File: config.mk
export PLATFORM = sky130hd
export DESIGN_NAME = lfu_key_value_cache
export DESIGN_NICKNAME = d
export VERILOG_FILES = /design/src/sv/lkv_pkg.sv /design/src/sv/lkv_cell.sv /design/src/sv/lfu_key_value_cache.sv
export SDC_FILE = /design/constraint.sdc
export NUM_CORES = 2
export LEC_CHECK = 0
export ABC_AREA = 1
export CAP_MARGIN = 20
export CELL_PAD_IN_SITES_DETAIL_PLACEMENT = 1
export CELL_PAD_IN_SITES_GLOBAL_PLACEMENT = 2
export CORE_UTILIZATION = 43
export DETAILED_ROUTE_END_ITERATION = 6
export DONT_BUFFER_PORTS = 1
export PLACE_DENSITY = 0.85
export SLEW_MARGIN = 10
export SYNTH_ARGS = -nofsm -noshare
export SYNTH_HDL_FRONTEND = slang
export SYNTH_SLANG_ARGS = --single-unit
File: constraint.sdc
create_clock -name i_clk -period 7.29 [get_ports i_clk]
set_clock_uncertainty 0.05 [all_clocks]
set_input_delay 1.0935 -clock i_clk [delete_from_list [all_inputs] [get_ports i_clk]]
set_output_delay 1.0935 -clock i_clk [all_outputs]
set_load 0.05 [all_outputs]
File: src/sv/lkv_pkg.sv
// lkv_pkg: types, sizes and codes shared by the lfu key-value cache
// depends on nothing
package lkv_pkg;

    localparam int CAPACITY   = 16;
    localparam int COUNT_BITS = 16;
    localparam int IDX_W      = $clog2(CAPACITY);
    localparam int RANK_W     = IDX_W;
    localparam int HELD_W     = $clog2(CAPACITY + 1);
    localparam int CAP_W      = 5;
    localparam int DATA_W     = 32;

    localparam logic [COUNT_BITS-1:0] COUNT_MAX = {COUNT_BITS{1'b1}};
    localparam logic [COUNT_BITS-1:0] COUNT_ONE = COUNT_BITS'(1);
    localparam logic [CAP_W-1:0]      CAP_RESET = CAP_W'(16 > CAPACITY ? CAPACITY : 16);

    localparam logic [1:0] ADDR_CAPACITY = 2'd0;

    localparam logic KIND_GET = 1'b0;
    localparam logic KIND_PUT = 1'b1;

    typedef struct packed {
        logic                     kind;
        logic signed [DATA_W-1:0] lookup_key;
        logic signed [DATA_W-1:0] write_value;
    } t_in_item;

    typedef struct packed {
        logic                     found;
        logic signed [DATA_W-1:0] read_value;
        logic                     evicted;
    } t_out_item;

    typedef enum logic [2:0] {
        OP_NONE,
        OP_USE,
        OP_INSERT,
        OP_EVICT_INSERT,
        OP_CLEAR
    } t_cell_op;

    typedef struct packed {
        t_cell_op                 op;
        logic                     wr_value;
        logic [IDX_W-1:0]         target;
        logic [IDX_W-1:0]         ins;
        logic [RANK_W-1:0]        ref_rank;
        logic signed [DATA_W-1:0] key;
        logic signed [DATA_W-1:0] value;
    } t_cell_cmd;

    typedef struct packed {
        logic                  vld;
        logic [COUNT_BITS-1:0] count;
        logic [RANK_W-1:0]     rank;
        logic [IDX_W-1:0]      idx;
    } t_cand;

    typedef enum logic [1:0] {
        S_IDLE,
        S_LOOK,
        S_SCAN
    } t_state;

endpackage

File: src/sv/lkv_cell.sv
// lkv_cell: one cache slot with its key compare, count and recency rank,
// and one stage of the victim search chain; depends on lkv_pkg
module lkv_cell import lkv_pkg::*; (
    input  logic                     i_clk,
    input  logic                     i_rst_n,
    input  logic [IDX_W-1:0]         i_idx,
    input  t_cell_cmd                i_cmd,
    input  logic signed [DATA_W-1:0] i_cmp_key,
    input  t_cand                    i_cand,
    output t_cand                    o_cand,
    output logic                     o_hit,
    output logic signed [DATA_W-1:0] o_value,
    output logic [RANK_W-1:0]        o_rank,
    output logic                     o_valid
);

    logic                     r_valid, n_valid;
    logic signed [DATA_W-1:0] r_key, n_key;
    logic signed [DATA_W-1:0] r_value, n_value;
    logic [COUNT_BITS-1:0]    r_count, n_count;
    logic [RANK_W-1:0]        r_rank, n_rank;
    t_cand                    r_cand, n_cand;
    logic                     own_better;

    always_comb begin
        n_valid = r_valid;
        n_key   = r_key;
        n_value = r_value;
        n_count = r_count;
        n_rank  = r_rank;
        case (i_cmd.op)
            OP_CLEAR: begin
                n_valid = 1'b0;
            end
            OP_USE: begin
                if (i_cmd.target == i_idx) begin
                    n_rank = '0;
                    if (r_count != COUNT_MAX) begin
                        n_count = r_count + COUNT_ONE;
                    end
                    if (i_cmd.wr_value) begin
                        n_value = i_cmd.value;
                    end
                end else if (r_valid && r_rank < i_cmd.ref_rank) begin
                    n_rank = r_rank + RANK_W'(1);
                end
            end
            OP_INSERT, OP_EVICT_INSERT: begin
                if (i_cmd.ins == i_idx) begin
                    n_valid = 1'b1;
                    n_key   = i_cmd.key;
                    n_value = i_cmd.value;
                    n_count = COUNT_ONE;
                    n_rank  = '0;
                end else if (i_cmd.op == OP_EVICT_INSERT && i_cmd.target == i_idx) begin
                    n_valid = 1'b0;
                end else if (r_valid) begin
                    if (i_cmd.op == OP_INSERT || r_rank <= i_cmd.ref_rank) begin
                        n_rank = r_rank + RANK_W'(1);
                    end
                end
            end
            default: begin
            end
        endcase
    end

    // victim order: lowest count first, then highest rank
    always_comb begin
        own_better = r_valid && (!i_cand.vld || r_count < i_cand.count ||
                     (r_count == i_cand.count && r_rank > i_cand.rank));
        if (own_better) begin
            n_cand.vld   = 1'b1;
            n_cand.count = r_count;
            n_cand.rank  = r_rank;
            n_cand.idx   = i_idx;
        end else begin
            n_cand = i_cand;
        end
    end

    always_ff @(posedge i_clk) begin
        if (!i_rst_n) begin
            r_valid    <= 1'b0;
            r_cand.vld <= 1'b0;
        end else begin
            r_valid    <= n_valid;
            r_cand.vld <= n_cand.vld;
        end
        r_key        <= n_key;
        r_value      <= n_value;
        r_count      <= n_count;
        r_rank       <= n_rank;
        r_cand.count <= n_cand.count;
        r_cand.rank  <= n_cand.rank;
        r_cand.idx   <= n_cand.idx;
    end

    assign o_cand  = r_cand;
    assign o_hit   = r_valid && (r_key == i_cmp_key);
    assign o_value = r_value;
    assign o_rank  = r_rank;
    assign o_valid = r_valid;

endmodule

File: src/sv/lfu_key_value_cache.sv
// lfu_key_value_cache: top level with control sequencer, config register
// and the row of slot cells; depends on lkv_pkg and lkv_cell
//
// An item is taken, its key is compared against all slots in state S_LOOK and the
// result is registered into the output item, which ends a get, an update or an insert
// into a free slot. A put that must evict first waits for the victim search, which
// walks the row of CAPACITY cells one register per cell, then evicts and inserts.
// One item is in work at a time. Writing capacity_in_use empties the store at once.
module lfu_key_value_cache import lkv_pkg::*; (
    input  logic        i_clk,
    input  logic        i_rst_n,
    input  logic        i_in_valid,
    output logic        o_in_stall,
    input  t_in_item    i_in_item,
    output logic        o_out_valid,
    input  logic        i_out_stall,
    output t_out_item   o_out_item,
    input  logic        psel,
    input  logic        penable,
    input  logic        pwrite,
    input  logic [1:0]  paddr,
    input  logic [31:0] pwdata,
    output logic [31:0] prdata,
    output logic        pready
);

    t_state                   r_state, n_state;
    t_in_item                 r_item;
    t_out_item                r_out, n_out;
    logic                     r_out_valid, n_out_valid;
    logic [CAP_W-1:0]         r_cap;
    logic [HELD_W-1:0]        r_held, n_held;
    logic [IDX_W-1:0]         r_cnt, n_cnt;
    t_cell_cmd                cmd;
    t_cand                    chain [CAPACITY+1];
    logic [CAPACITY-1:0]      hit_mask;
    logic [CAPACITY-1:0]      valid_mask;
    logic signed [DATA_W-1:0] cell_value [CAPACITY];
    logic [RANK_W-1:0]        cell_rank [CAPACITY];
    logic signed [DATA_W-1:0] hit_value;
    logic [RANK_W-1:0]        hit_rank;
    logic [IDX_W-1:0]         hit_idx;
    logic [IDX_W-1:0]         free_idx;
    logic [IDX_W-1:0]         evfree_idx;
    logic                     free_found, evfree_found;
    logic                     hit;
    logic                     cfg_wr;
    logic                     accept;
    logic                     full;
    t_cand                    victim;

    assign pready   = 1'b1;
    assign prdata   = (paddr == ADDR_CAPACITY) ? 32'(r_cap) : '0;
    assign cfg_wr   = psel && penable && pwrite;

    assign o_in_stall  = (r_state != S_IDLE) || (r_out_valid && i_out_stall);
    assign accept      = i_in_valid && !o_in_stall;
    assign o_out_valid = r_out_valid;
    assign o_out_item  = r_out;

    assign chain[0] = '0;

    for (genvar g = 0; g < CAPACITY; g++) begin : g_cell
        lkv_cell u_cell (
            .i_clk     (i_clk),
            .i_rst_n   (i_rst_n),
            .i_idx     (IDX_W'(g)),
            .i_cmd     (cmd),
            .i_cmp_key (r_item.lookup_key),
            .i_cand    (chain[g]),
            .o_cand    (chain[g+1]),
            .o_hit     (hit_mask[g]),
            .o_value   (cell_value[g]),
            .o_rank    (cell_rank[g]),
            .o_valid   (valid_mask[g])
        );
    end

    assign victim = chain[CAPACITY];
    assign hit    = |hit_mask;
    assign full   = 32'(r_held) >= 32'(r_cap);

    always_comb begin
        hit_value    = '0;
        hit_rank     = '0;
        hit_idx      = '0;
        free_idx     = '0;
        free_found   = 1'b0;
        evfree_idx   = '0;
        evfree_found = 1'b0;
        for (int i = 0; i < CAPACITY; i++) begin
            if (hit_mask[i]) begin
                hit_value = hit_value | cell_value[i];
                hit_rank  = hit_rank | cell_rank[i];
                hit_idx   = hit_idx | IDX_W'(i);
            end
            if (!free_found && !valid_mask[i]) begin
                free_found = 1'b1;
                free_idx   = IDX_W'(i);
            end
            if (!evfree_found && (!valid_mask[i] || victim.idx == IDX_W'(i))) begin
                evfree_found = 1'b1;
                evfree_idx   = IDX_W'(i);
            end
        end
    end

    always_comb begin
        n_state     = r_state;
        n_out       = r_out;
        n_out_valid = r_out_valid && i_out_stall;
        n_held      = r_held;
        n_cnt       = r_cnt;
        cmd         = '0;
        cmd.op      = OP_NONE;
        cmd.key     = r_item.lookup_key;
        cmd.value   = r_item.write_value;
        if (cfg_wr) begin
            cmd.op = OP_CLEAR;
            n_held = '0;
        end else begin
            case (r_state)
                S_IDLE: begin
                    if (accept) begin
                        n_state = S_LOOK;
                    end
                end
                S_LOOK: begin
                    n_out.found      = hit;
                    n_out.read_value = '0;
                    n_out.evicted    = 1'b0;
                    n_state          = S_IDLE;
                    n_out_valid      = 1'b1;
                    if (r_item.kind == KIND_GET) begin
                        if (hit) begin
                            cmd.op           = OP_USE;
                            cmd.target       = hit_idx;
                            cmd.ref_rank     = hit_rank;
                            n_out.read_value = hit_value;
                        end else begin
                            n_out.read_value = '1;
                        end
                    end else if (r_cap != '0) begin
                        if (hit) begin
                            cmd.op       = OP_USE;
                            cmd.wr_value = 1'b1;
                            cmd.target   = hit_idx;
                            cmd.ref_rank = hit_rank;
                        end else if (full) begin
                            n_state     = S_SCAN;
                            n_out_valid = 1'b0;
                            n_cnt       = '0;
                        end else begin
                            cmd.op  = OP_INSERT;
                            cmd.ins = free_idx;
                            n_held  = r_held + HELD_W'(1);
                        end
                    end
                end
                S_SCAN: begin
                    if (r_cnt == IDX_W'(CAPACITY - 1)) begin
                        cmd.op        = OP_EVICT_INSERT;
                        cmd.target    = victim.idx;
                        cmd.ref_rank  = victim.rank;
                        cmd.ins       = evfree_idx;
                        n_out.evicted = 1'b1;
                        n_out_valid   = 1'b1;
                        n_state       = S_IDLE;
                    end else begin
                        n_cnt = r_cnt + IDX_W'(1);
                    end
                end
                default: begin
                    n_state = S_IDLE;
                end
            endcase
        end
    end

    always_ff @(posedge i_clk) begin
        if (!i_rst_n) begin
            r_state     <= S_IDLE;
            r_out_valid <= 1'b0;
            r_held      <= '0;
            r_cap       <= CAP_RESET;
            r_cnt       <= '0;
        end else begin
            r_state     <= n_state;
            r_out_valid <= n_out_valid;
            r_held      <= n_held;
            r_cnt       <= n_cnt;
            if (cfg_wr) begin
                if (32'(pwdata[CAP_W-1:0]) > 32'(CAPACITY)) begin
                    r_cap <= CAP_W'(CAPACITY);
                end else begin
                    r_cap <= pwdata[CAP_W-1:0];
                end
            end
        end
        r_out <= n_out;
        if (accept) begin
            r_item <= i_in_item;
        end
    end

endmodule
==> flow_metrics.env <==
export IMPL_tns_ns=0
export IMPL_slew_headroom=0.237
export IMPL_mostFrequentLayoutCell="nand2_1"
export IMPL_track_usage=0.263
export IMPL_postCtsSetupBuffers=0
export IMPL_worstSetupStartpoint="cmd[55]$_DFFE_PP_"
export IMPL_vdd_drop_max_v=0.000249
export IMPL_min_period_over_period=0.862
export IMPL_postRouteAntennaNets=0
export IMPL_grt_pass1_vias=63899
export IMPL_drv_slew=0
export IMPL_gr_total_overflow=0
export IMPL_tightest_slew_ns=1.14
export IMPL_insertion_delay_ns=0.87
export IMPL_io_buffer_count=0
export IMPL_cts_root_buf="clkbuf_16"
export IMPL_hold_path_startpoint="i_in_item[29]"
export IMPL_crit_type="flip-flop to flip-flop"
export IMPL_setup_violations=0
export IMPL_cts_resized=0
export IMPL_synth_ff_latch_count=1844
export IMPL_die_h_microns=448
export IMPL_whs_ns=0.258
export IMPL_firstDrtPassIters=5
export IMPL_crit_fanout=37
export IMPL_postCtsHoldBufs=0
export IMPL_drtIter0Drc=4972
export IMPL_rr_startpoint="cmd[55]$_DFFE_PP_"
export IMPL_grt_pass1_wl_mm=396
export IMPL_syn_area_per_cell_sq_um=10.3
export IMPL_final_area_sq_mm=0.0953
export IMPL_cts_tree="done"
export IMPL_grt_max_degree=84
export IMPL_cts_inserted_buffers=195
export IMPL_initial_core_util=0.433
export IMPL_drive_gt1_frac=0.0700
export IMPL_hold_viol_final=0
export IMPL_leakage_nw=36.3
export IMPL_cts_sinks=1844
export IMPL_htree_levels=4
export IMPL_end_kind="flip-flop"
export IMPL_holdCritPathClass="input pin to flip-flop"
export IMPL_area_delta_synth_final_pct=11.5
export IMPL_syn_area_sq_mm=0.0855
export IMPL_netlist_cell_type_count=61
export IMPL_clkSlewWorstSetupHoldPaths_ns=0.06
export IMPL_die_area_sq_mm=0.201
export IMPL_synth_async_reset_ratio=0
export IMPL_post_route_min_period_ns=6.28
export IMPL_die_w_microns=448
export IMPL_ios=175
export IMPL_wirelength_mm=265
export IMPL_place_gp_congestion=0.899
export IMPL_antenna_found_initial=5
export IMPL_max_clock_path_buffers=3
export IMPL_num_nets_final=8891
export IMPL_hpwl_mm=171
export IMPL_rows=163
export IMPL_final_cell_mix="nand2_1, edfxtp_1, inv_1, nor2_1, o21ai_0"
export IMPL_synth_main_ff_cell="edfxtp_1"
export IMPL_place_area_sq_mm=0.0889
export IMPL_syn_inst=8272
export IMPL_ys_warnings_count=0
export IMPL_synth_edf_count=1443
export IMPL_synth_seq_area_share=0.601
export IMPL_via_count=61657
export IMPL_rsz0062_at_grt="no"
export IMPL_fmax_mhz=159
export IMPL_post_drt_wl_per_cell_microns=23.7
export IMPL_required_ns=7.71
export IMPL_startpoint_type="flip-flop"
export IMPL_status="finished clean"
export IMPL_crit_arrival_ns=6.71
export IMPL_max_cap_viol_count=0
export IMPL_drc_errors=0
export IMPL_core_sq_mm=0.197
export IMPL_vias_per_cell=5.51
export IMPL_p_per_area_mw_per_mm2=243
## where the power goes
part / switching (mW) / internal, mW
registers: 0.285 / 11.7
logic: 1.11 / 0.345
clock network: 4.34 / 5.38
total: 5.74 / 17.4
## final timing paths
| path | depth (start not counted) | slack [ns] | to |
|---|---|---|---|
| worst min-delay path | 0 | 0.26 | cmd[29]$_DFFE_PP_ |
| worst min register to register | 2 | 0.33 | g_cell[3].u_cell.o_cand[1]$_SDFF_PP1_ |
| worst max register to register | 22 | 1.01 | g_cell[10].u_cell.o_value[26]$_DFFE_PP_ |
| worst max-delay path | 22 | 1.01 | g_cell[10].u_cell.o_value[26]$_DFFE_PP_ |
## registers in the layout, summed over array words and instances, names as in the netlist
register / flops
g_cell.u_cell.r_key: 512
g_cell.u_cell.o_valid: 16
r_cap: 5
g_cell.u_cell.r_count: 256
r_cnt: 4
r_held: 5
cmd: 64
o_out_valid: 1
g_cell.u_cell.o_value: 512
g_cell.u_cell.o_cand: 368
o_out_item: 34
r_state: 2
r_item: 1
g_cell.u_cell.o_rank: 64
## routing by layer
| metal | up-vias | wire length, microns | track usage |
|---|---|---|---|
| met2 | 1952 | 125000 | 0.434 |
| met3 | 516 | 18000 | 0.0463 |
| li1 | 28401 | - | - |
| met1 | 30782 | 112000 | 0.346 |
| met4 | 6 | 9640 | 0.0938 |
| met5 | - | 38 | 0 |
## critical path, cell delays in order (launching register included)
cell and delay [ns]:
edfxtp_1 0.86, inv_2 0.43, nand2_1 0.15, nand2_1 0.06, nor2_1 0.14, nand2_1 0.07, nor2_1 0.16, nand3_1 0.24
nor2_4 0.34, nor2_1 0.09, nand2_1 0.10, nor2_2 0.05, nand2_4 0.10, buf_4 0.56, nand3_1 0.22, o21ai_2 0.18
nand2_2 0.13, nor2_2 0.43, nand2_1 0.16, nand2_1 0.12, nand2_1 0.36, nor2_4 0.19, buf_4 0.62
## final cells by class
type                            instances  area [sq um]
Sequential cell                      1844         51400
Tap cell                             2640          3300
Multi-Input combinational cell       5000         28600
Clock buffer                          283          5490
Antenna cell                            2          5.00
Clock inverter                         82           791
Timing Repair Buffer                  153          1280
Inverter                             1185          4460
Fill cell                           21740        102000
## cell families (layout without fill, tap and decap cells)
group / count (synthesis) / in the layout / synth area share
other: 2 / 30 / 0.0000879
buffers and inverters: 1454 / 1703 / 0.0683
AND/OR/NAND/NOR: 2954 / 2954 / 0.147
XOR/XNOR: 251 / 251 / 0.0257
flip-flops: 1844 / 1844 / 0.601
adder cells (fa/ha/maj): 406 / 406 / 0.0594
multiplexers: 1 / 1 / 0.000117
AO/OA/AOI/OAI: 1360 / 1360 / 0.0987
## cells in the mapped netlist, types with 37 or more instances
master / count / area share
nand4_1: 70 / 0.0051
ha_1: 406 / 0.059
nand3_1: 207 / 0.012
buf_4: 60 / 0.0053
or2_2: 39 / 0.0029
xor2_1: 148 / 0.015
nand2_1: 1586 / 0.070
xnor2_1: 103 / 0.011
nor3_1: 143 / 0.0084
inv_2: 39 / 0.0017
inv_1: 1141 / 0.050
o22ai_1: 39 / 0.0029
a31oi_1: 67 / 0.0049
o21ai_1: 108 / 0.0063
a22o_1: 256 / 0.026
clkbuf_1: 120 / 0.0053
a21oi_1: 224 / 0.013
nor4_1: 96 / 0.0070
nor2_1: 683 / 0.030
dfxtp_1: 401 / 0.094
edfxtp_1: 1443 / 0.51
nor3b_1: 55 / 0.0048
o211ai_1: 37 / 0.0033
o21ai_0: 493 / 0.029
buf_2: 78 / 0.0046
## per-stage QoR
stage / power [mW] / cells / setup WS, ns / util
global route: 23.8 / 11188 / 0.794 / 0.483
global placement: 13.5 / 10815 / 1.41 / 0.450
CTS: 23.3 / 11181 / 1.21 / 0.482
floorplan: 13.0 / 8298 / 1.85 / -
detailed placement: 13.6 / 10816 / 1.27 / 0.450
finish: 23.1 / 11189 / 1.01 / 0.483
Note: power is estimated with default switching activity, not from simulation.
